**src/hdl/salwc_pkg.sv**
```systemverilog
// Shared types, constants and width helpers for the set-associative LRU
// write-back cache tag store. No dependencies.
package salwc_pkg;

    localparam int DEF_MAX_SETS = 64;
    localparam int DEF_MAX_WAYS = 8;

    localparam int BLK_W      = 32;
    localparam int WAYS_REG_W = 4;
    localparam int SETS_REG_W = 7;
    localparam int APB_AW     = 3;
    localparam int APB_DW     = 32;

    localparam logic [WAYS_REG_W-1:0] WAYS_RST = 4'd8;
    localparam logic [SETS_REG_W-1:0] SETS_RST = 7'd64;

    // register select bit, paddr[2]
    localparam logic REG_WAYS = 1'b0;
    localparam logic REG_SETS = 1'b1;

    localparam logic ACT_READ  = 1'b0;
    localparam logic ACT_WRITE = 1'b1;

    localparam logic OP_LOAD = 1'b0;
    localparam logic OP_WB   = 1'b1;

    // bits needed to index n entries
    function automatic int idx_w(input int n);
        return (n > 1) ? $clog2(n) : 1;
    endfunction

    // bits needed to hold a count from 0 to n
    function automatic int cnt_w(input int n);
        return $clog2(n + 1);
    endfunction

    // meta row: per way {valid, dirty, age}, fill count on top
    function automatic int meta_w(input int max_ways);
        return max_ways * (2 + idx_w(max_ways)) + cnt_w(max_ways);
    endfunction

    typedef struct packed {
        logic             hit;
        logic             wb;
        logic [BLK_W-1:0] wb_block;
    } upd_t;

endpackage

```
**src/hdl/salwc_ram.sv**
```systemverilog
// Generic simple dual-port RAM: one write port, one read port with a
// registered read. Depends on salwc_pkg for default sizes.
module salwc_ram #(
    parameter int WIDTH = salwc_pkg::BLK_W,
    parameter int DEPTH = salwc_pkg::DEF_MAX_SETS
) (
    input  logic                                clk,
    input  logic                                we,
    input  logic [salwc_pkg::idx_w(DEPTH)-1:0]  waddr,
    input  logic [WIDTH-1:0]                    wdata,
    input  logic                                re,
    input  logic [salwc_pkg::idx_w(DEPTH)-1:0]  raddr,
    output logic [WIDTH-1:0]                    rdata
);

    logic [WIDTH-1:0] mem_reg [DEPTH];
    logic [WIDTH-1:0] rdata_reg;

    always_ff @(posedge clk)
    begin
        if (we)
        begin
            mem_reg[waddr] <= wdata;
        end
        if (re)
        begin
            rdata_reg <= mem_reg[raddr];
        end
    end

    assign rdata = rdata_reg;

endmodule

```
**config.mk**
```make
export PLATFORM = sky130hd
export DESIGN_NAME = salwc_ram
export DESIGN_NICKNAME = d
export VERILOG_FILES = /design/src/hdl/salwc_pkg.sv /design/src/hdl/salwc_ram.sv
export SDC_FILE = /design/constraint.sdc
export NUM_CORES = 2
export LEC_CHECK = 0
export BUFFER_PORTS_ARGS = -buffer_cell sky130_fd_sc_hd__buf_2
export CAP_MARGIN = 20
export CORE_ASPECT_RATIO = 1.2
export CORE_MARGIN = 2
export CORE_UTILIZATION = 45
export DETAILED_ROUTE_END_ITERATION = 16
export HOLD_SLACK_MARGIN = 0.06
export PLACE_DENSITY_LB_ADDON = 0.05
export SLEW_MARGIN = 30
export SYNTH_ARGS = -nofsm -noshare
export SYNTH_HDL_FRONTEND = slang
export SYNTH_SLANG_ARGS = --single-unit
export TNS_END_PERCENT = 5
```
**constraint.sdc**
```tcl
create_clock -name clk -period 5.82 [get_ports clk]
set_clock_uncertainty 0.1 [all_clocks]
set_input_delay 0.291 -clock clk [delete_from_list [all_inputs] [get_ports clk]]
set_output_delay 0.291 -clock clk [all_outputs]
set_load 0.005 [all_outputs]
```
==> results.md <==
* DR DRC count at 0
* Max reg flops at between 2000 and 2500
* Post-synth EDFFs at 2080
* Final ANT Viol Nets at 0
* Avg Cell Area, Syn at 23.72 um2
* Fmax at 0.3002 GHz
* Crit. End Element: flip-flop
* Largest net degree at the start of global routing at around 110
* Mapped Area at 0.07884 mm2
* Die area at 0.1786 mm2
* Yosys warnings at 0
* Cell taking the most area after synthesis: edfxtp_1
* Crit path time final at 3.331 ns
* # setup viols final at 0
* Setup TNS at 0 ns
* Cts bufs inserted at 200
* Hold/Removal Path Class: in2reg
* CTS Buffer Depth at 3
* Worst EP required at between 6 and 7 ns
* Distinct cell type count after synthesis at 33
* Commonest cells post-synth: edfxtp_1, mux4_2, nor2_1
* Total number of vias at about 37000
* Synth async-reset ratio at 0
* Nets at 3649
* Most area-consuming cells after synthesis: edfxtp_1, mux4_2, mux2i_1
* Core ar. at between 0.15 and 0.2 mm2
* Startpoint types: input port
* Vias in the first global route at 38280
* Critical Path AT at 3.79 ns
* Pleak at 27.83 nW
* RSZ-0062 raised after global routing: false
* Skew-Pair Late Insertion Delay at around 0.85 ns
* Slew HR at 0.2920
* Synth Register Bits at around 2100
* Final Hold Viols at 0
* I/O Buffers at 78
* Mapped Cells at 3324
* CTS tree: built
* Pwr Density at 345.2 mW/mm2
* Total clock sinks at 2080
* First-pass iteration count of the detailed router at 5
* Global-route wire length before repair at between 300 and 400 mm
* Post-CTS resize count at 0
* DRT Wirelength at about 220 mm
* Final number of max-transition violations at 0
* Final cell count without fillers at ~6100
* Synth Flop Type: edfxtp_1
* Die extent in y at 462.5 um
* Share of cells above drive strength 1 at 0.2968
* Layout area overhead at 13.91%
* Gr usage total at 0.2502
* Share of the yosys chip area belonging to registers at 0.7923
* Maximum capacitance violations at 0
* Clock root cell: clkbuf_16
* Most frequent cell after synthesis: edfxtp_1
* Syn_nets at about 3400
* Die X at 386.1 um
* CTS H-tree depth at 4
* Max IR drop VDD at ~280 uV
* Congestion Overflow GR at 0
* Slew of the pin with the lowest slew margin at 1.062 ns
* CP Class: in2reg
* Routed WL per cell at 36.36 um
* # IOs at between 70 and 80
* CP Max Fanout at 16
* Row count at 168
* GP Congestion at ~0.79
* Vias per cell at 6.107
* Period utilization at 0.5723
* Post-synth top area share at 0.7923
* CTS clk-pin slew, worst paths at 0.06 ns
* Starting Density at 0.4524
* Status: finished clean
* Detailed Place HPWL at between 100 and 150 mm
* Initial antenna violation count at 16
* Dpl cells at 5661
* Iter 0 DRT Violations at 4038
kinds of logic after synthesis:
| logic type | Yosys count | share of synthesized area |
|---|---|---|
| AO/OA/AOI/OAI | 202 | 0.01666 |
| buffers and inverters | 182 | 0.01124 |
| multiplexers | 637 | 0.1672 |
| flip-flops | 2080 | 0.7923 |
| AND/OR/NAND/NOR | 223 | 0.01260 |
placed cells by master, fill, tap and decap left out, types with 3 or more instances in the layout:
cell           Yosys  final
bufinv_16          0     17
a311oi_2           0      3
buf_8              0      3
buf_4             25    136
nor3_1             7      5
nand3b_1           5      5
dlygate4sd3_1      0     32
o32ai_1            4      4
nand3_1            5      5
diode_2            0      6
o221ai_1          27     27
nand2_1           26     26
a22oi_1           12     12
or3_1              3      3
a311oi_1           8      5
inv_6              0      4
a41o_1             4      4
mux2i_1           93     93
buf_2             57     71
nor2_4             0     62
clkbuf_1          74     42
nor2_1           137     75
a21oi_1           62     62
nand2b_2           0      3
and3_1             4      4
o22ai_1           84     84
clkinv_2           0     39
nand2b_1           8      5
nor2b_1           15     14
clkinv_1           0     52
clkbuf_16          0    207
edfxtp_1        2080   2080
or3b_2             3      3
mux4_2           544    544
buf_12             0      9
buf_16             0      7
power by group:
group / internal, W / total (W) / leakage (nW) / switching, W
registers: 0.0166 / 0.0167 / 18.7 / 0.0000573
logic: 0.000565 / 0.00162 / 5.97 / 0.00106
clock network: 0.00722 / 0.0127 / 3.12 / 0.00548
metrics by stage:
step / hold slack, ns / power (W) / util / instance area (um2) / setup slack, ns
after global placement: 0.5989 / 0.01859 / 0.4757 / 82900 / 1.662
after CTS: 0.06400 / 0.03126 / 0.5150 / 89730 / 2.581
after floorplan: 0.2899 / 0.01777 / - / 78840 / 2.269
final: 0.1045 / 0.03100 / 0.5154 / 89800 / 2.489
after global routing: 0.1025 / 0.03188 / 0.5153 / 89790 / 2.394
after detailed placement: 0.5817 / 0.01863 / 0.4767 / 83060 / 1.665
critical path, stage by stage:
cell and delay [ns]:
dlygate4sd3_1 0.61, buf_2 0.55, nand2_1 0.77, buf_4 0.50, o221ai_1 0.12, a21oi_1 0.21, a21oi_1 0.61, nor2_1 0.10
area by class of cell:
class | instances | area [um2]
diodes | 6 | 15.01
well taps | 2295 | 2872
clock inverters | 118 | 1012
multi-input cells | 1062 | 15990
flip-flops and latches | 2080 | 62460
fillers | 13470 | 84450
clock buffers | 249 | 5338
repair buffers | 258 | 2115
path summary, 6_finish.rpt:
path	slack (ns)	depth (start not counted)	start	endpoint
worst max-delay path	2.49	8	raddr[4]	rdata[2]
worst min-delay path	0.10	2	wdata[22]	mem_reg[60][22]
worst max register to register	3.06	4	mem_reg[19][6]	rdata[6]
worst min register to register	0.76	4	mem_reg[28][17]	rdata[17]
per-layer routing:
| layer | track usage | part of all wire | vias up |
|---|---|---|---|
| met2 | 0.4194 | 0.51 | 1350 |
| met1 | 0.3417 | 0.40 | 20550 |
| li1 | - | - | 14890 |
| met5 | 0 | 0.000059 | - |
| met4 | 0.07094 | 0.026 | 2 |
| met3 | 0.03850 | 0.062 | 262 |
repair_timing:
item | 4_1_cts | 5_1_grt
hold buffers | 32 | 0
hold endpoints to repair | 882 | 0
setup buffers | 0 | 0
Power figures use the tool's default switching activity.
