[config.mk]
export PLATFORM = sky130hd
export DESIGN_NAME = salwc_set_idx
export DESIGN_NICKNAME = d
export VERILOG_FILES = /design/src/hdl/salwc_pkg.sv /design/src/hdl/salwc_set_idx.sv
export SDC_FILE = /design/constraint.sdc
export NUM_CORES = 1
export LEC_CHECK = 0
export ABC_AREA = 1
export BUFFER_PORTS_ARGS = -buffer_cell sky130_fd_sc_hd__buf_2
export CAP_MARGIN = 5
export CORE_MARGIN = 5
export CORE_UTILIZATION = 41
export CTS_BUF_LIST = sky130_fd_sc_hd__clkbuf_4
export DETAILED_ROUTE_END_ITERATION = 8
export GPL_ROUTABILITY_DRIVEN = 0
export PLACE_DENSITY = 0.61
export SLEW_MARGIN = 30
export SYNTH_ARGS = -nofsm -noshare
export SYNTH_HDL_FRONTEND = slang
export SYNTH_SLANG_ARGS = --single-unit
[constraint.sdc]
create_clock -name clk -period 3.4 [get_ports clk]
set_input_delay 0.51 -clock clk [delete_from_list [all_inputs] [get_ports clk]]
set_output_delay 0.51 -clock clk [all_outputs]
set_load 0.01 [all_outputs]
[src/hdl/salwc_pkg.sv]
// Shared types, constants and width helpers for the set-associative LRU
// write-back cache tag store. No dependencies.
package salwc_pkg;

    localparam int DEF_MAX_SETS = 64;
    localparam int DEF_MAX_WAYS = 8;

    localparam int BLK_W      = 32;
    localparam int WAYS_REG_W = 4;
    localparam int SETS_REG_W = 7;
    localparam int APB_AW     = 3;
    localparam int APB_DW     = 32;

    localparam logic [WAYS_REG_W-1:0] WAYS_RST = 4'd8;
    localparam logic [SETS_REG_W-1:0] SETS_RST = 7'd64;

    // register select bit, paddr[2]
    localparam logic REG_WAYS = 1'b0;
    localparam logic REG_SETS = 1'b1;

    localparam logic ACT_READ  = 1'b0;
    localparam logic ACT_WRITE = 1'b1;

    localparam logic OP_LOAD = 1'b0;
    localparam logic OP_WB   = 1'b1;

    // bits needed to index n entries
    function automatic int idx_w(input int n);
        return (n > 1) ? $clog2(n) : 1;
    endfunction

    // bits needed to hold a count from 0 to n
    function automatic int cnt_w(input int n);
        return $clog2(n + 1);
    endfunction

    // meta row: per way {valid, dirty, age}, fill count on top
    function automatic int meta_w(input int max_ways);
        return max_ways * (2 + idx_w(max_ways)) + cnt_w(max_ways);
    endfunction

    typedef struct packed {
        logic             hit;
        logic             wb;
        logic [BLK_W-1:0] wb_block;
    } upd_t;

endpackage

[src/hdl/salwc_set_idx.sv]
// Set index unit: (block_id / ways) mod sets, one quotient bit per cycle,
// the modulo reduced on the fly from the quotient bits. Depends on salwc_pkg.
module salwc_set_idx #(
    parameter int MAX_WAYS = salwc_pkg::DEF_MAX_WAYS,
    parameter int MAX_SETS = salwc_pkg::DEF_MAX_SETS
) (
    input  logic                                    clk,
    input  logic                                    rst_n,
    input  logic                                    start,
    input  logic [salwc_pkg::BLK_W-1:0]             block_id,
    input  logic [salwc_pkg::cnt_w(MAX_WAYS)-1:0]   ways,
    input  logic [salwc_pkg::cnt_w(MAX_SETS)-1:0]   sets,
    output logic                                    done,
    output logic [salwc_pkg::idx_w(MAX_SETS)-1:0]   set_idx
);

    localparam int BW  = salwc_pkg::BLK_W;
    localparam int WW  = salwc_pkg::cnt_w(MAX_WAYS);
    localparam int SCW = salwc_pkg::cnt_w(MAX_SETS);
    localparam int SW  = salwc_pkg::idx_w(MAX_SETS);
    localparam int STW = $clog2(BW);

    logic           busy_reg, busy_next;
    logic           done_reg, done_next;
    logic [STW-1:0] cnt_reg,  cnt_next;
    logic [BW-1:0]  dvd_reg,  dvd_next;
    logic [WW-1:0]  rem_reg,  rem_next;
    logic [SCW-1:0] mod_reg,  mod_next;

    logic [WW:0]    rem_sh;
    logic [SCW:0]   mod_sh;
    logic           qbit;

    always_comb
    begin
        rem_sh    = {rem_reg, dvd_reg[BW-1]};
        qbit      = (rem_sh >= {1'b0, ways});
        mod_sh    = {mod_reg, qbit};
        busy_next = busy_reg;
        done_next = 1'b0;
        cnt_next  = cnt_reg;
        dvd_next  = dvd_reg;
        rem_next  = rem_reg;
        mod_next  = mod_reg;
        if (start)
        begin
            busy_next = 1'b1;
            cnt_next  = '0;
            dvd_next  = block_id;
            rem_next  = '0;
            mod_next  = '0;
        end
        else if (busy_reg)
        begin
            dvd_next = {dvd_reg[BW-2:0], 1'b0};
            rem_next = qbit ? WW'(rem_sh - {1'b0, ways}) : WW'(rem_sh);
            // running remainder of the quotient, kept below sets
            mod_next = (mod_sh >= {1'b0, sets}) ? SCW'(mod_sh - {1'b0, sets})
                                                : SCW'(mod_sh);
            cnt_next = cnt_reg + STW'(1);
            if (cnt_reg == STW'(BW - 1))
            begin
                busy_next = 1'b0;
                done_next = 1'b1;
            end
        end
    end

    always_ff @(posedge clk or negedge rst_n)
    begin
        if (!rst_n)
        begin
            busy_reg <= 1'b0;
            done_reg <= 1'b0;
            cnt_reg  <= '0;
        end
        else
        begin
            busy_reg <= busy_next;
            done_reg <= done_next;
            cnt_reg  <= cnt_next;
        end
    end

    always_ff @(posedge clk)
    begin
        dvd_reg <= dvd_next;
        rem_reg <= rem_next;
        mod_reg <= mod_next;
    end

    assign done    = done_reg;
    assign set_idx = SW'(mod_reg);

endmodule

==> impl_metrics.env <==
export IMPL_outcome="complete, no violations"
export IMPL_cts_made_buffers=5
export IMPL_p_comb_frac=0.371
export IMPL_cts_buffer_depth=2
export IMPL_fill_cells=627
export IMPL_avgSynthCellArea_um2=8.25
export IMPL_setup_tns_ns=0
export IMPL_ys_seq_elements=50
export IMPL_cp_end_kind="flop"
export IMPL_hp_class="input pin to flop"
export IMPL_drc_errors=0
export IMPL_period_needed_ns=2.66
export IMPL_fin_cells=457
export IMPL_critPathMaxFanout=9
export IMPL_cts_root_buf="clkbuf_4"
export IMPL_ys_top_cells_by_count="nand2_1, inv_1, edfxtp_1"
export IMPL_fin_crit_sh=0.782
export IMPL_diodes=0
export IMPL_cts_setup_buffers=0
export IMPL_die_area_um2=8420
export IMPL_final_setup_skew_ns=0.0127
export IMPL_drt_iter0_markers=61
export IMPL_yosys_area_top_type_share=0.351
export IMPL_clk_latency_ns=0.37
export IMPL_synth_distinct_cells=32
export IMPL_worst_slew_pin_slew_ns=0.790
export IMPL_dieWidth_um=91.8
export IMPL_setup_violations=0
export IMPL_via_per_inst=4.74
export IMPL_grt_max_degree=40
export IMPL_syn_nets=393
export IMPL_synth_edff_count=32
export IMPL_synth_warnings=0
export IMPL_synth_xor_area_frac=0.00959
export IMPL_maxSlewHeadroom=0.473
export IMPL_clk_pin_slew_worst_paths_ns=0.15
export IMPL_vias=2167
export IMPL_p_switching_mw=0.654
export IMPL_maxCapViolations=0
export IMPL_synthCells=332
export IMPL_slowest_stage="fa_1"
export IMPL_nets=440
export IMPL_postCtsHoldBufs=1
export IMPL_yosys_area_share_adder=0.0740
export IMPL_gr_total_overflow=0
export IMPL_syn_area_um2=2740
export IMPL_regArea_um2=1360
export IMPL_critPathRequiredTime_ns=3.69
export IMPL_cpPeakStageDelay_ns=0.40
export IMPL_grt_pass1_vias=2095
export IMPL_row_count=29
export IMPL_p_int_mw=1.18
export IMPL_grt_pass1_wl_mm=9.39
export IMPL_dp_cells=448
export IMPL_path_cells="ha_1 -> a21oi_1 -> nand2_1 -> nand2_1 -> nand2_2 -> inv_2 -> ha_1 -> inv_1 -> fa_1 -> nand2_1 -> nand2_1 -> nand2_2 -> nand2_2 -> nand2_4 -> nand2_4 -> nand2_1 -> nand3_1 -> o21ai_1"
export IMPL_power_leakage_nw=1.64
export IMPL_ant_nets=0
export IMPL_synth_area_leaders="edfxtp_1, nand2_1, dfxtp_1"
export IMPL_avgRoutedWirePerCell_um=12.3
export IMPL_rsz0062_at_grt="no"
export IMPL_critPathKind="flop to flop"
export IMPL_p_total_mw=1.83
export IMPL_p_per_area_nw_per_um2=589
export IMPL_ys_seq_area_frac=0.495
export IMPL_synthSimpleGateAreaFrac=0.296
export IMPL_port_buffers=52
export IMPL_largest_reg_flops=32
export IMPL_max_freq_mhz=376
export IMPL_drt_wl_total_mm=5.62
export IMPL_areaGrowthSynthToFinish_pct=13.4
export IMPL_multi_input_area_um2=1140
export IMPL_cts_tree="done"
export IMPL_firstDrtPassIters=4
export IMPL_slew_viol_final=0
export IMPL_seq_power_share=0.436
export IMPL_core_area_um2=6420
export IMPL_drive_gt1_frac=0.203
export IMPL_peakVddDrop_mv=0.313
export IMPL_ys_async_sr_fraction=0.140
export IMPL_dominantRegCellSynth="edfxtp_1"
export IMPL_cts_resized_gates=0
export IMPL_start_kind="flop"
export IMPL_power_frac_clock=0.192
export IMPL_worst_ep_arrival_time_ns=2.95
export IMPL_synth_top_family_by_area="simple AND/OR/NAND/NOR gates"
export IMPL_htree_levels=2
export IMPL_synth_most_common_cell="nand2_1"
export IMPL_grtUsageTotal=0.136
export IMPL_clock_sinks=50
export IMPL_antenna_found_initial=0
export IMPL_synth_compound_area_frac=0.0352
export IMPL_post_synth_top_area_cell="edfxtp_1"
export IMPL_start_util=0.427
export IMPL_synth_area_mux_share=0
export IMPL_dp_hpwl_mm=3.97
export IMPL_switching_share=0.357
export IMPL_hold_violations=0
export IMPL_io_pins=53
export IMPL_die_h_um=91.8
export IMPL_critPathMostFrequentCell="nand2_1"
-- final timing paths --
| kind | startpoint | to | slack, ns | cells after the start |
|---|---|---|---|---|
| worst max-delay path | rem_reg[1] | mod_reg[3] | 0.74 | 18 |
| worst min-delay path | block_id[0] | dvd_reg[0] | 0.40 | 3 |
| worst max register to register | rem_reg[1] | mod_reg[3] | 0.74 | 18 |
| worst min register to register | rem_reg[3] | rem_reg[3] | 0.49 | 2 |
| max in group asynchronous | rst_n | cnt_reg[4] | 2.76 | 2 |
| min in group asynchronous | rst_n | busy_reg | 0.48 | 2 |
-- stage by stage --
step | setup WS, ns | hold WS, ns | utilization | area (um2)
2_1_floorplan | 0.787 | 0.214 | - | 2740
6_report | 0.741 | 0.396 | 0.484 | 3110
5_1_grt | 0.501 | 0.378 | 0.484 | 3110
3_5_place_dp | 0.489 | 0.356 | 0.470 | 3020
4_1_cts | 0.755 | 0.383 | 0.484 | 3110
3_3_place_gp | 0.584 | 0.352 | 0.470 | 3020
-- final cells by class --
class	instances	area share
repair buffers	54	0.0894
clock inverters	2	0.0121
multi-input cells	226	0.366
well taps	77	0.0310
inverters	42	0.0507
flip-flops and latches	50	0.436
clock buffers	6	0.0145
-- kinds of logic after synthesis --
logic type | Yosys count
xor gates and xnor gates | 3
DFF | 50
and+or+nand+nor | 192
adders and majority gates | 15
AOI/OAI and AO/OA | 16
buffers and inverters | 56
-- power by group through the flow --
| stage | logic (mW) | clock network [mW] | registers, mW |
|---|---|---|---|
| after CTS | 0.684 | 0.364 | 0.801 |
| after global routing | 0.783 | 0.388 | 0.814 |
| final | 0.680 | 0.353 | 0.799 |
| after detailed placement | 0.677 | 0 | 0.814 |
| after global placement | 0.668 | 0 | 0.812 |
| after floorplan | 0.563 | 0 | 0.791 |
-- per-layer routing --
layer | GRT usage | vias up | routed length, um
li1 | - | 1143 | -
met1 | 0.178 | 980 | 2640
met2 | 0.226 | 36 | 2670
met3 | 0.0311 | 8 | 238
met4 | 0.0371 | 0 | 66
met5 | 0 | - | 0
-- critical path: cells and delay by family, from the launching register on --
family / cells / cell delay, ns
adder cells (fa/ha/maj): 3 / 0.88
AND/OR/NAND/NOR: 11 / 0.88
buffers and inverters: 2 / 0.17
AO/OA/AOI/OAI: 2 / 0.30
flip-flops: 1 / 0.35
-- cells in the final DEF, fill, tap and decap left out, types with 2 or more instances in the layout --
cell,n
edfxtp_1,32
a21oi_1,4
buf_2,52
dfrtp_1,7
nor2_1,5
nand4_1,3
nand3_1,21
nand2_4,2
xor2_1,2
dfxtp_1,11
o21ai_1,9
inv_1,35
fa_1,2
clkbuf_4,6
ha_1,13
inv_2,6
nand2_2,3
nor2_2,2
nand2_1,145
nand3b_1,2
nor3_1,5
(Power assumes the default switching activity.)
