`src/hdl/salwc_pkg.sv`:
```
// Shared types, constants and width helpers for the set-associative LRU
// write-back cache tag store. No dependencies.
package salwc_pkg;

    localparam int DEF_MAX_SETS = 64;
    localparam int DEF_MAX_WAYS = 8;

    localparam int BLK_W      = 32;
    localparam int WAYS_REG_W = 4;
    localparam int SETS_REG_W = 7;
    localparam int APB_AW     = 3;
    localparam int APB_DW     = 32;

    localparam logic [WAYS_REG_W-1:0] WAYS_RST = 4'd8;
    localparam logic [SETS_REG_W-1:0] SETS_RST = 7'd64;

    // register select bit, paddr[2]
    localparam logic REG_WAYS = 1'b0;
    localparam logic REG_SETS = 1'b1;

    localparam logic ACT_READ  = 1'b0;
    localparam logic ACT_WRITE = 1'b1;

    localparam logic OP_LOAD = 1'b0;
    localparam logic OP_WB   = 1'b1;

    // bits needed to index n entries
    function automatic int idx_w(input int n);
        return (n > 1) ? $clog2(n) : 1;
    endfunction

    // bits needed to hold a count from 0 to n
    function automatic int cnt_w(input int n);
        return $clog2(n + 1);
    endfunction

    // meta row: per way {valid, dirty, age}, fill count on top
    function automatic int meta_w(input int max_ways);
        return max_ways * (2 + idx_w(max_ways)) + cnt_w(max_ways);
    endfunction

    typedef struct packed {
        logic             hit;
        logic             wb;
        logic [BLK_W-1:0] wb_block;
    } upd_t;

endpackage

```
`src/hdl/salwc_way.sv`:
```
// Per-set lookup and LRU update: tag compare in every way, victim and free
// way pick, new tag and meta rows. Combinational. Depends on salwc_pkg.
module salwc_way #(
    parameter int MAX_WAYS = salwc_pkg::DEF_MAX_WAYS
) (
    input  logic [MAX_WAYS*salwc_pkg::BLK_W-1:0]   tag_row,
    input  logic [salwc_pkg::meta_w(MAX_WAYS)-1:0] meta_row,
    input  logic [salwc_pkg::BLK_W-1:0]            blk,
    input  logic                                   wr,
    input  logic [salwc_pkg::cnt_w(MAX_WAYS)-1:0]  ways,
    output logic [MAX_WAYS*salwc_pkg::BLK_W-1:0]   tag_row_new,
    output logic [salwc_pkg::meta_w(MAX_WAYS)-1:0] meta_row_new,
    output salwc_pkg::upd_t                        upd
);

    localparam int BW = salwc_pkg::BLK_W;
    localparam int AW = salwc_pkg::idx_w(MAX_WAYS);
    localparam int CW = salwc_pkg::cnt_w(MAX_WAYS);
    localparam int EW = 2 + AW;
    localparam int MW = salwc_pkg::meta_w(MAX_WAYS);

    logic [MAX_WAYS-1:0] vld;
    logic [MAX_WAYS-1:0] drt;
    logic [MAX_WAYS-1:0] hit_vec;
    logic [MAX_WAYS-1:0] vic_vec;
    logic [AW-1:0]       age [MAX_WAYS];
    logic [BW-1:0]       tag [MAX_WAYS];
    logic [CW-1:0]       fill;
    logic [CW-1:0]       fill_m1;
    logic                hit;
    logic                full;
    logic [AW-1:0]       hit_way;
    logic [AW-1:0]       free_way;
    logic [AW-1:0]       vic_way;
    logic [AW-1:0]       slot;
    logic [AW-1:0]       ref_age;

    always_comb
    begin
        fill    = meta_row[MW-1 -: CW];
        fill_m1 = fill - CW'(1);
        for (int w = 0; w < MAX_WAYS; w++)
        begin
            vld[w]     = meta_row[w*EW + AW + 1];
            drt[w]     = meta_row[w*EW + AW];
            age[w]     = meta_row[w*EW +: AW];
            tag[w]     = tag_row[w*BW +: BW];
            hit_vec[w] = vld[w] && (tag[w] == blk);
            // ranks of a set run 0..fill-1, so the LRU line holds fill-1
            vic_vec[w] = vld[w] && (CW'(age[w]) == fill_m1);
        end

        hit_way  = '0;
        free_way = '0;
        vic_way  = '0;
        for (int w = MAX_WAYS - 1; w >= 0; w--)
        begin
            if (hit_vec[w])
            begin
                hit_way = AW'(w);
            end
            if (!vld[w])
            begin
                free_way = AW'(w);
            end
            if (vic_vec[w])
            begin
                vic_way = AW'(w);
            end
        end

        hit     = |hit_vec;
        full    = (fill >= ways);
        slot    = hit ? hit_way : (full ? vic_way : free_way);
        ref_age = age[slot];

        tag_row_new  = tag_row;
        meta_row_new = meta_row;
        for (int w = 0; w < MAX_WAYS; w++)
        begin
            if (AW'(w) == slot)
            begin
                tag_row_new[w*BW +: BW]   = blk;
                meta_row_new[w*EW + AW + 1] = 1'b1;
                meta_row_new[w*EW + AW]   = hit ? (drt[w] | wr) : wr;
                meta_row_new[w*EW +: AW]  = '0;
            end
            else if (vld[w] && ((!hit && !full) || (age[w] < ref_age)))
            begin
                meta_row_new[w*EW +: AW] = age[w] + AW'(1);
            end
        end
        if (!hit && !full)
        begin
            meta_row_new[MW-1 -: CW] = fill + CW'(1);
        end

        upd.hit      = hit;
        upd.wb       = !hit && full && drt[vic_way];
        upd.wb_block = tag[vic_way];
    end

endmodule

```
`config.mk`:
```
export PLATFORM = sky130hd
export DESIGN_NAME = salwc_way
export DESIGN_NICKNAME = d
export VERILOG_FILES = /design/src/hdl/salwc_pkg.sv /design/src/hdl/salwc_way.sv
export SDC_FILE = /design/constraint.sdc
export NUM_CORES = 1
export LEC_CHECK = 0
export BUFFER_PORTS_ARGS = -buffer_cell sky130_fd_sc_hd__buf_2
export CORE_AREA = 5 5 257 259
export DETAILED_ROUTE_END_ITERATION = 6
export DIE_AREA = 0 0 262 264
export PLACE_DENSITY = 0.44
export SKIP_LAST_GASP = 1
export SYNTH_ARGS = -nofsm -noshare
export SYNTH_HDL_FRONTEND = slang
export SYNTH_SLANG_ARGS = --single-unit
export TNS_END_PERCENT = 20
```
`constraint.sdc`:
```
create_clock -name vclk -period 9.4
set_input_delay 1.41 -clock vclk [all_inputs]
set_output_delay 1.41 -clock vclk [all_outputs]
set_load 0.01 [all_outputs]
```
==> results of run 1 <==
-- layer usage --
layer	part of all wire [%]	wire length [um]	global-route usage [%]
met3	5.7	5440	2.56
met5	0	0	0
met4	2.1	2010	3.96
met2	51	48600	47.4
met1	42	40000	33.1
-- worst max-delay path by stage --
stage | from | to | slack (ns) | cells after the start
detailed placement | meta_row[40] | meta_row_new[2] | 0.90 | 16
CTS | meta_row[40] | meta_row_new[2] | 0.88 | 16
global placement | meta_row[40] | meta_row_new[2] | 0.95 | 16
global route | meta_row[40] | meta_row_new[2] | 0.51 | 16
finish | meta_row[40] | meta_row_new[2] | 0.87 | 16
floorplan | meta_row[40] | meta_row_new[12] | 2.05 | 19
-- cell usage in the layout, fill, tap and decap left out, drive strengths merged, types with 8 or more instances in the layout --
cell type and instances:
a21o 15, a21oi 25, a22o 8, buf 693
ha 22, inv 35, mux2 221, mux2i 83
nand2 417, nand2b 9, nand3 23, nand4 27
nor2 27, nor2b 8, nor3 13, nor4 66
o211ai 43, o21ai 83, o311ai 9, o31ai 10
or4 17, xnor2 71, xor2 208
-- final cells by class --
class,count,share of cell area (%)
Timing Repair Buffer,693,22.8
Multi-Input combinational cell,1496,69.4
Antenna cell,3,0.0481
Inverter,37,0.890
Tap cell,855,6.86
-- through the flow --
step	area, sq um	total power, W
floorplan	11500	0.000764
global placement	15600	0.00145
detailed placement	15600	0.00145
CTS	15600	0.00146
global route	15600	0.00154
finish	15600	0.00145
-- critical path: cells and delay by family --
kind | cells | cell delay (ns)
AOI/OAI and AO/OA | 8 | 3.09
adders and majority gates | 1 | 0.62
muxes | 1 | 0.16
xor gates and xnor gates | 1 | 0.16
and+or+nand+nor | 2 | 1.01
buffers and inverters | 3 | 0.64
-- cells by family after synthesis --
group | count (synthesis) | share of synthesized area, %
AND/OR/NAND/NOR | 645 | 25.6
multiplexers | 304 | 28.8
buffers and inverters | 188 | 6.44
XOR/XNOR | 284 | 22.2
AO/OA/AOI/OAI | 241 | 14.5
adder cells (fa/ha/maj) | 22 | 2.39
-- power groups by stage --
stage | sequential [W] | combinational, W | clock, W
final | 0 | 0.00145 | 0.0000000000340
after floorplan | 0 | 0.000764 | 0
after CTS | 0 | 0.00146 | 0
after detailed placement | 0 | 0.00145 | 0
after global placement | 0 | 0.00145 | 0
after global routing | 0 | 0.00154 | 0
==> impl_summary.md, run 1 <==
Min path
Along the worst hold path, the cell count comes to 3. The worst-case hold path end point is meta_row_new[38]. The startpoint identified for the worst hold timing path is meta_row[38].

The path class of the tightest hold or removal check is input pin to output port.

Die
The total number of placement rows is 93. The chip height is 264 um. The area of the core is 63,600 sq um. The die width is 262 um. The number of I/O pins is 671. The effective utilization at floorplan is 18.1%. The die covers 69,200 sq um.

Global route
The initial antenna violation count is 7. Entering global routing, the biggest net connects 73 pins. The via count of the first global-routing pass is 15,100. The first-pass GRT wire length is 128,000 um. The global routing usage summed across all routing layers is 25.8%. The leftover overflow at the end of global routing is 0.

Detailed routing
The detail route stage leaves a number of antenna-violating nets equal to 0. After detailed routing, the average wire length per cell comes to 31.1 um. The post-detailed-routing wire length is 96,000 um. The number of detailed-route iterations in the first pass is 5. The detailed-route DRC error count is 0. In this run, the number of DRC markers left after iteration 0 of detailed routing was 1,152.

The number of vias per cell after detailed routing is 5.01. The total number of vias is 15,400.

Power
Sequential cells burn 0% of the power. The total power per unit cell area is 92.9 nW/um^2. The clock network accounts for 0% of the total power. In this run the static leakage power is 7.34 nW. Combinational logic is responsible for 100.0% of the overall power.

The internal power of the cells totals 0.000508 W. Net switching is 64.9% of the power. The worst-case vdd ir drop is 37.2 uV. The analysis attributes to net switching a power of 0.000941 W.

Timing
The final setup slack of the worst path is 0.867 ns. The slew of the pin with the lowest slew margin is 1.12 ns. The number of max-slew violations in the final report is 0. The ratio of final minimum period to clock period is 90.8%. The clock period minus worst slack is 8.53 ns. The final hold violation count was 0. Setup repair after global routing left no endpoint under its margin. The worst-case headroom to the max-slew limit is 24.6%. The accumulated negative setup slack is 0 ns. The tightest hold path in the finished design has a slack of 3.15 ns. Based on the critical path, the design can be clocked at up to 117 MHz. The count of endpoints failing setup in the final report is 0.

Synth
The register area share after synthesis is 0%. The most common cell in the synthesized netlist is sky130_fd_sc_hd__nand2_1. The proportion of netlist area held by the largest area contributor is 21.6%. Ranked by instance count, the synthesized netlist is headed by sky130_fd_sc_hd__nand2_1, sky130_fd_sc_hd__mux2_2, sky130_fd_sc_hd__xor2_1. By area the synthesized netlist is led by sky130_fd_sc_hd__mux2_2, sky130_fd_sc_hd__xor2_1, sky130_fd_sc_hd__nand2_1, sky130_fd_sc_hd__mux2i_1, sky130_fd_sc_hd__xnor2_1. The mapped netlist covers 11,500 sq um. The count of different cell masters after synthesis is 71.

Summed over all instances, the cell type with the most area after synthesis is sky130_fd_sc_hd__mux2_2. The number of nets in the synthesized netlist is 2,043. Counting every instance in the synthesized netlist gives 1,684.

Dividing the synthesized area by the synthesized cell count gives 6.84 sq um. The number of warnings issued by yosys is 0.

Placement
The detailed placer's ending HPWL is 80,800 um. The congestion estimate from routability-driven global placement came to 0.995. At the placement stage, the worst setup path has a slack of 0.905 ns. During placement, the flow inserted port buffers numbering 671.

The instance count after placement with tap cells included is 3,081.

Clock tree
The number of hold-repair buffers added at the cts stage is 0. The total of cells resized after clock tree synthesis is 0. The buffers inserted during post-CTS setup optimization is 0.

Worst setup path
On the critical path, the stage with the largest delay is an instance of sky130_fd_sc_hd__o22ai_4. The critical path is of the input pin to output port type. The required time of the critical path is 7.99 ns. The sort of element at the start of the critical path is an input pin. The type of element capturing the critical path is an output port.

Of all nets on the critical path, the largest fanout is 26. The arrival time reported for the critical path endpoint is 7.12 ns. The worst stage delay on the critical path is 0.65 ns. The signal on the critical path passes through buf_2 > inv_1 > ha_1 > xnor2_1 > or4_1 > a21oi_1 > a31oi_1 > o31ai_1 > o21a_1 > mux2i_1 > a221o_1 > o22ai_4 > o311ai_0 > or4_1 > a21oi_1 > buf_2.

Layout
The register cell area after layout is 0 sq um. The layout has 7,227 filler cells. The count of non-filler cells in the finished layout is 3,084. The fraction of final layout cells with drive strength greater than 1 is 42.1%. In the final layout, the multi-input gates occupy 10,800 sq um. The post-route core utilization is 24.5%. The clock buffer count is 0. The post-synthesis to final-layout area growth is 35.5%. The net count of the finished layout is 2,587. The number of flip-flops and latches is 0.

Outcome
The run finished with clean final reports.

Job
The max-capacitance violation count is 0.
Power figures use the tool's default switching activity.
==> run 2: changes to the inputs <==
--- a/config.mk
+++ b/config.mk
@@ -9,7 +9,7 @@
 export CORE_AREA = 5 5 257 259
 export DETAILED_ROUTE_END_ITERATION = 6
 export DIE_AREA = 0 0 262 264
-export PLACE_DENSITY = 0.44
+export PLACE_DENSITY_LB_ADDON = 0.05
 export SKIP_LAST_GASP = 1
 export SYNTH_ARGS = -nofsm -noshare
 export SYNTH_HDL_FRONTEND = slang
==> run 2 against run 1 <==
The flow now finishes with violations (design-rule violations); fmax grew 3.1%; critical endpoint is now meta_row_new[17]; critical path depth grew 1; via count shrank 2.5%; highest routed layer is now met5; sequential cell count is the same; first-iteration DRC count shrank 6.2%; setup slack gained 0.25 ns; die area is the same; wire length shrank 0.54%; total power shrank 0.65%; final cell count is essentially flat; count of clock-buffer cells in the layout is the same; critical path type unchanged.
==> impl_summary.md, run 2 (synthesized netlist as in run 1, its figures left out) <==
Outcome
The run finished, with violations left. The final reports fail on design-rule violations.

Timing
The achievable clock frequency is 121 MHz (+3.1%). The final hold violation count is 0 (unchanged). The number of max-slew violations in the final report is 0 (unchanged). The clock period minus worst slack is 8.28 ns (-0.254 ns). The worst-case headroom to the max-slew limit is 18.1% (-6.5 points).

The slew of the pin with the lowest slew margin is 1.23 ns (+0.104 ns). The count of endpoints failing setup in the final report is 0 (unchanged). The ratio of final minimum period to clock period is 88.1% (-2.7 points). The accumulated negative setup slack is 0 ns (unchanged). Setup repair after global routing left no endpoint under its margin.

Global route
The first-pass GRT wire length is 128,000 um (about the same). The initial antenna violation count is 11 (+4). The via count of the first global-routing pass came to 15,100 (+0.34%). The leftover overflow at the end of global routing is 0 (unchanged). The maximum number of pins on one net before global-route repair is 134 (+84%).

The global routing usage summed across all routing layers was 25.8% (-0.049 points).

Worst setup path
Walking the worst path, the cells encountered are buf_2 > inv_1 > ha_1 > xnor2_1 > or4_1 > a21oi_1 > a31oi_1 > o31ai_1 > o21a_1 > mux2i_1 > a221o_1 > o22ai_4 > buf_4 > o211ai_1 > or4_1 > a21oi_1 > buf_2. The type of element capturing the critical path is an output port. The required time of the critical path is 7.99 ns (about the same). The arrival time reported for the critical path endpoint came to 6.87 ns (-0.25 ns). The worst setup path is launched from an input pin. The number of buffers and inverters on the critical path is 4 (+1).

By startpoint and endpoint, the worst setup path is classified as input pin to output port. The peak fanout along the critical path came to 14 (-46%). The kind of cell with the highest combined delay along the critical path is compound AO/OA/AOI/OAI gates. The slowest stage of the critical path is the sky130_fd_sc_hd__ha_1 cell.

The worst stage delay on the critical path is 0.64 ns (about the same).

Layout
The post-route core utilization is 24.5% (about the same). The number of flip-flops and latches is 0 (unchanged). The number of nets in the finished design is 2,588 (+0.039%). The clock buffer count is 0 (unchanged).

The post-synthesis to final-layout area growth was 35.6% (about the same). The register cell area after layout came to 0 sq um (unchanged). Leaving out fill and tap cells, the most frequent cells in the layout are sky130_fd_sc_hd__buf_2, sky130_fd_sc_hd__nand2_1, sky130_fd_sc_hd__mux2_2. The library cell used most frequently in the layout, excluding fill and tap cells, is sky130_fd_sc_hd__buf_2. The fraction of final layout cells with drive strength greater than 1 is 42.1% (-0.064 points).

Clock tree
The buffers inserted during post-CTS setup optimization is 0 (unchanged). The total of cells resized after clock tree synthesis is 0 (unchanged). The number of hold-repair buffers added at the cts stage came to 0 (unchanged).

Placement
The routability congestion estimate from global placement is 0.920 (-7.6%). The detailed placer's ending HPWL is 80,000 um (-1.1%). The count of buffers from port buffering was 671 (unchanged).

Die
The chip height is 264 um (unchanged). The number of I/O pins is 671 (unchanged). The die footprint is 69,200 sq um (unchanged). The total number of placement rows is 93 (unchanged). The die width was 262 um (unchanged). The effective utilization at floorplan is 18.1% (unchanged). The area of the core is 63,600 sq um (unchanged).

Power
The worst-case vdd ir drop is 81.5 uV (+120%). The total power per unit cell area is 92.2 nW/um^2 (-0.69%). The leakage power summed over all cells was 7.34 nW (about the same).

Detailed routing
The number of DRC markers after the initial detailed-route iteration is 1,081 (-6.2%). The number of detailed-route iterations in the first pass is 7 (+2). The number of nets with antenna violations after detailed routing is 0 (unchanged).

The total number of vias is 15,100 (-2.5%). The detailed-route DRC error count is 11 (+11). The post-detailed-routing wire length came to 95,500 um (-0.54%). The detail-routed net length per standard cell is 30.9 um (-0.63%).

The number of vias per cell after detailed routing is 4.88 (-2.6%).

Job
The max-capacitance violation count is 0 (unchanged).

Min path
The class of the tightest hold or removal check is input pin to output port.
run 2: cell types whose count changed in the layout (fill, tap and decap cells not counted):
cell	previous run	this run
sky130_fd_sc_hd__nor3_2	2	1
sky130_fd_sc_hd__o21ai_1	2	1
sky130_fd_sc_hd__nor2_1	23	24
sky130_fd_sc_hd__nor2_2	1	0
sky130_fd_sc_hd__and2_2	1	0
sky130_fd_sc_hd__buf_4	19	20
sky130_fd_sc_hd__and2_4	0	1
sky130_fd_sc_hd__diode_2	3	5
sky130_fd_sc_hd__nor3_1	11	12
sky130_fd_sc_hd__o21ai_0	81	82
run 2: cell type report:
type,instances,area [sq um]
Antenna cell,5,12.5
Fill cell,7474,48000
Inverter,37,139
Multi-Input combinational cell,1496,10800
Tap cell,855,1070
Timing Repair Buffer,694,3570
run 2: metal layers:
metal / vias up / wire length, um / global-route usage (%)
met2: 580 / 50000 / 48.5
met3: 47 / 4510 / 2.91
li1: 7017 / - / -
met5: - / 27 / 0
met1: 7404 / 39800 / 32.4
met4: 6 / 1270 / 2.66
run 2: path summary, 6_finish.rpt:
| kind | start | slack (ns) | endpoint | cells past startpoint |
|---|---|---|---|---|
| setup / recovery | meta_row[40] | 1.12 | meta_row_new[17] | 17 |
| hold / removal | tag_row[185] | 3.16 | tag_row_new[185] | 4 |
run 2: power by group:
| group | leakage (nW) | switching [W] | internal (W) |
|---|---|---|---|
| Sequential | 0 | 0 | 0 |
| Combinational | 7.34 | 0.000926 | 0.000514 |
| Clock | 0.0000317 | 0 | 0.0000000000714 |
run 2: through the flow:
| stage | hold slack (ns) | power (W) | worst slack (ns) | area [sq um] | cells |
|---|---|---|---|---|---|
| floorplan | 2.91 | 0.000764 | 2.05 | 11500 | 1684 |
| global placement | 3.16 | 0.00145 | 1.30 | 15600 | 3082 |
| detailed placement | 3.16 | 0.00145 | 1.18 | 15600 | 3082 |
| CTS | 3.17 | 0.00145 | 1.17 | 15600 | 3082 |
| global route | 3.17 | 0.00154 | 0.695 | 15600 | 3085 |
| finish | 3.16 | 0.00144 | 1.12 | 15600 | 3087 |
==> run 3: changes to the inputs <==
==> constraint.sdc (replaced) <==
create_clock -name vclk -period 9.63
set_input_delay 1.4445 -clock vclk [all_inputs]
set_output_delay 1.4445 -clock vclk [all_outputs]
set_load 0.01 [all_outputs]
==> run 3 against run 2 <==
The run now ends clean; critical path depth is 1 lower; critical endpoint is now meta_row_new[2]; sequential share of layout area unchanged; largest power group unchanged; first-iteration DRC count decreased by 1.5%; highest routed layer unchanged; wire length increased by 0.99%.
==> impl_summary.md, run 3 (synthesized netlist as in run 1, its figures left out) <==
Die
The die width is 262 um (unchanged). The number of I/O pins is 671 (unchanged). The effective utilization at floorplan came to 18.1% (unchanged). The total number of placement rows is 93 (unchanged). The chip height came to 264 um (unchanged). The die footprint was 69,200 sq um (unchanged). The area of the core is 63,600 sq um (unchanged).

Global route
The first-pass GRT wire length was 130,000 um (+1.8%). The met2 track utilization from global routing is 49.5% (+1.0 points). The leftover overflow at the end of global routing is 0 (unchanged). The global routing usage summed across all routing layers came to 26.2% (+0.48 points).

The initial antenna violation count is 10 (-1). The met1 track demand over resource in global routing came to 33.2% (+0.82 points). The via count of the first global-routing pass came to 15,400 (+2.1%).

The maximum number of pins on one net before global-route repair is 88 (-34%). The layer carrying the most global-route usage is met2. The met3 capacity usage during global routing is 2.86% (-0.048 points).

Clock tree
The total of cells resized after clock tree synthesis came to 0 (unchanged). The number of hold-repair buffers added at the cts stage came to 0 (unchanged). The buffers inserted during post-CTS setup optimization is 0 (unchanged).

Min path
In this run the most critical hold path is launched from meta_row[18]. The tightest min-delay check is of the input pin to output port type.

Timing
The final hold violation count is 0 (unchanged). The slew of the pin with the lowest slew margin came to 1.06 ns (-0.171 ns). The count of endpoints failing setup in the final report was 0 (unchanged). The tightest hold margin is 3.21 ns (+0.0550 ns). Setup repair after global routing left no endpoint under its margin. The accumulated negative setup slack came to 0 ns (unchanged). The number of max-slew violations in the final report is 0 (unchanged). Static timing analysis puts the maximum clock frequency at 117 MHz.

The worst-case headroom to the max-slew limit is 29.3% (+11 points). For the finished layout, the period the worst path requires is 8.57 ns. The ratio of final minimum period to clock period is 89.0%.

Layout
The register cell area after layout is 0 sq um (unchanged). The final cell area excluding filler cells is 15,600 sq um (about the same). The number of filler instances in the final layout is 7,404 (-0.94%). The fraction of final layout cells with drive strength greater than 1 was 42.2% (+0.12 points). The post-synthesis to final-layout area growth is 35.6% (about the same). The number of flip-flops and latches is 0 (unchanged).

The most common cell after layout, fill and taps aside is sky130_fd_sc_hd__buf_2. The number of nets in the finished design was 2,591 (+0.12%). The top cell types in the final layout, fill and taps aside, are sky130_fd_sc_hd__buf_2, sky130_fd_sc_hd__nand2_1, sky130_fd_sc_hd__mux2_2. The clock buffer count was 0 (unchanged).

Worst setup path
The critical path is of the input pin to output port type. The required time of the critical path is 8.19 ns (+0.20 ns). The arrival time reported for the critical path endpoint is 7.13 ns (+0.26 ns). STA classifies the critical path endpoint as an output port. Tracing the worst setup path back leads to its startpoint at meta_row[40]. The peak fanout along the critical path is 24 (+10).

The sort of element at the start of the critical path is an input pin.

Placement
The count of buffers from port buffering came to 671 (unchanged). The placed standard-cell area was 15,600 sq um (unchanged). The detailed placer's ending HPWL is 80,800 um (+1.1%). The routability congestion estimate from global placement is 0.918 (-0.15%).

Detailed routing
The number of vias per cell after detailed routing was 4.88 (+0.17%). The number of DRC markers after the initial detailed-route iteration is 1,065 (-1.5%). The total number of vias is 15,100 (+0.23%). The post-detailed-routing wire length is 96,500 um (+0.99%).

The detailed-route DRC error count came to 0 (-11). The number of detailed-route iterations in the first pass is 5 (-2). The detail-routed net length per standard cell was 31.2 um (+0.92%).

The number of nets with antenna violations after detailed routing came to 0 (unchanged).

Power
The total power per unit cell area is 90.4 nW/um^2 (-2.0%). The leakage power summed over all cells came to 7.35 nW (+0.10%). The worst-case vdd ir drop came to 35.6 uV (-56%).

Job
The max-capacitance violation count came to 0 (unchanged).

Outcome
The flow ran to the end, and the final reports show no timing, DRC or antenna violations.
[run 3: cell count changes in the layout (fill, tap and decap cells not counted), sizes merged]
cell	previous run	this run
buf	694	697
diode	5	4
[run 3: through the flow]
stage	util [%]	setup slack (ns)	cells	power, W
4_1_cts	24.5	1.07	3085	0.00143
3_5_place_dp	24.5	1.09	3085	0.00142
3_3_place_gp	24.5	1.21	3085	0.00142
5_1_grt	24.5	0.600	3087	0.00151
2_1_floorplan	-	2.21	1684	0.000746
6_report	24.5	1.06	3089	0.00141
[run 3: path summary, 6_finish.rpt]
kind	to	slack, ns	cells past startpoint
worst min-delay path	meta_row_new[18]	3.21	3
worst max-delay path	meta_row_new[2]	1.06	16
[run 3: critical path: stages]
cell and delay (ns):
sky130_fd_sc_hd__buf_2 0.29, sky130_fd_sc_hd__inv_1 0.15, sky130_fd_sc_hd__ha_1 0.62, sky130_fd_sc_hd__xnor2_1 0.20
sky130_fd_sc_hd__or3_1 0.42, sky130_fd_sc_hd__a32oi_1 0.33, sky130_fd_sc_hd__a31oi_1 0.22, sky130_fd_sc_hd__o31ai_1 0.58
sky130_fd_sc_hd__o21a_1 0.54, sky130_fd_sc_hd__mux2i_1 0.16, sky130_fd_sc_hd__a221o_1 0.36, sky130_fd_sc_hd__o22ai_4 0.57
sky130_fd_sc_hd__o311ai_0 0.37, sky130_fd_sc_hd__or4_1 0.53, sky130_fd_sc_hd__a21oi_1 0.16, sky130_fd_sc_hd__buf_2 0.17
[run 3: layout make-up]
class | instances | area [sq um] | share of cell area [%]
timing repair buffer | 697 | 3570 | 22.8
tap | 855 | 1070 | 6.85
inverter | 37 | 139 | 0.890
multi-input combinational | 1496 | 10800 | 69.3
antenna | 4 | 10.0 | 0.0641
[run 3: metal layers]
metal	share of wire, %	up-vias
met5	0.041	-
met4	0.98	6
met3	4.7	49
met2	52	541
met1	42	7459
li1	-	7034
[run 3: power breakdown]
part	internal, W	leakage (nW)	switching, W	total, W
logic	0.000498	7.35	0.000913	0.00141
registers	0	0	0	0
clock network	0.0000000000557	0.0000254	0	0.0000000000557
total	0.000498	7.35	0.000913	0.00141
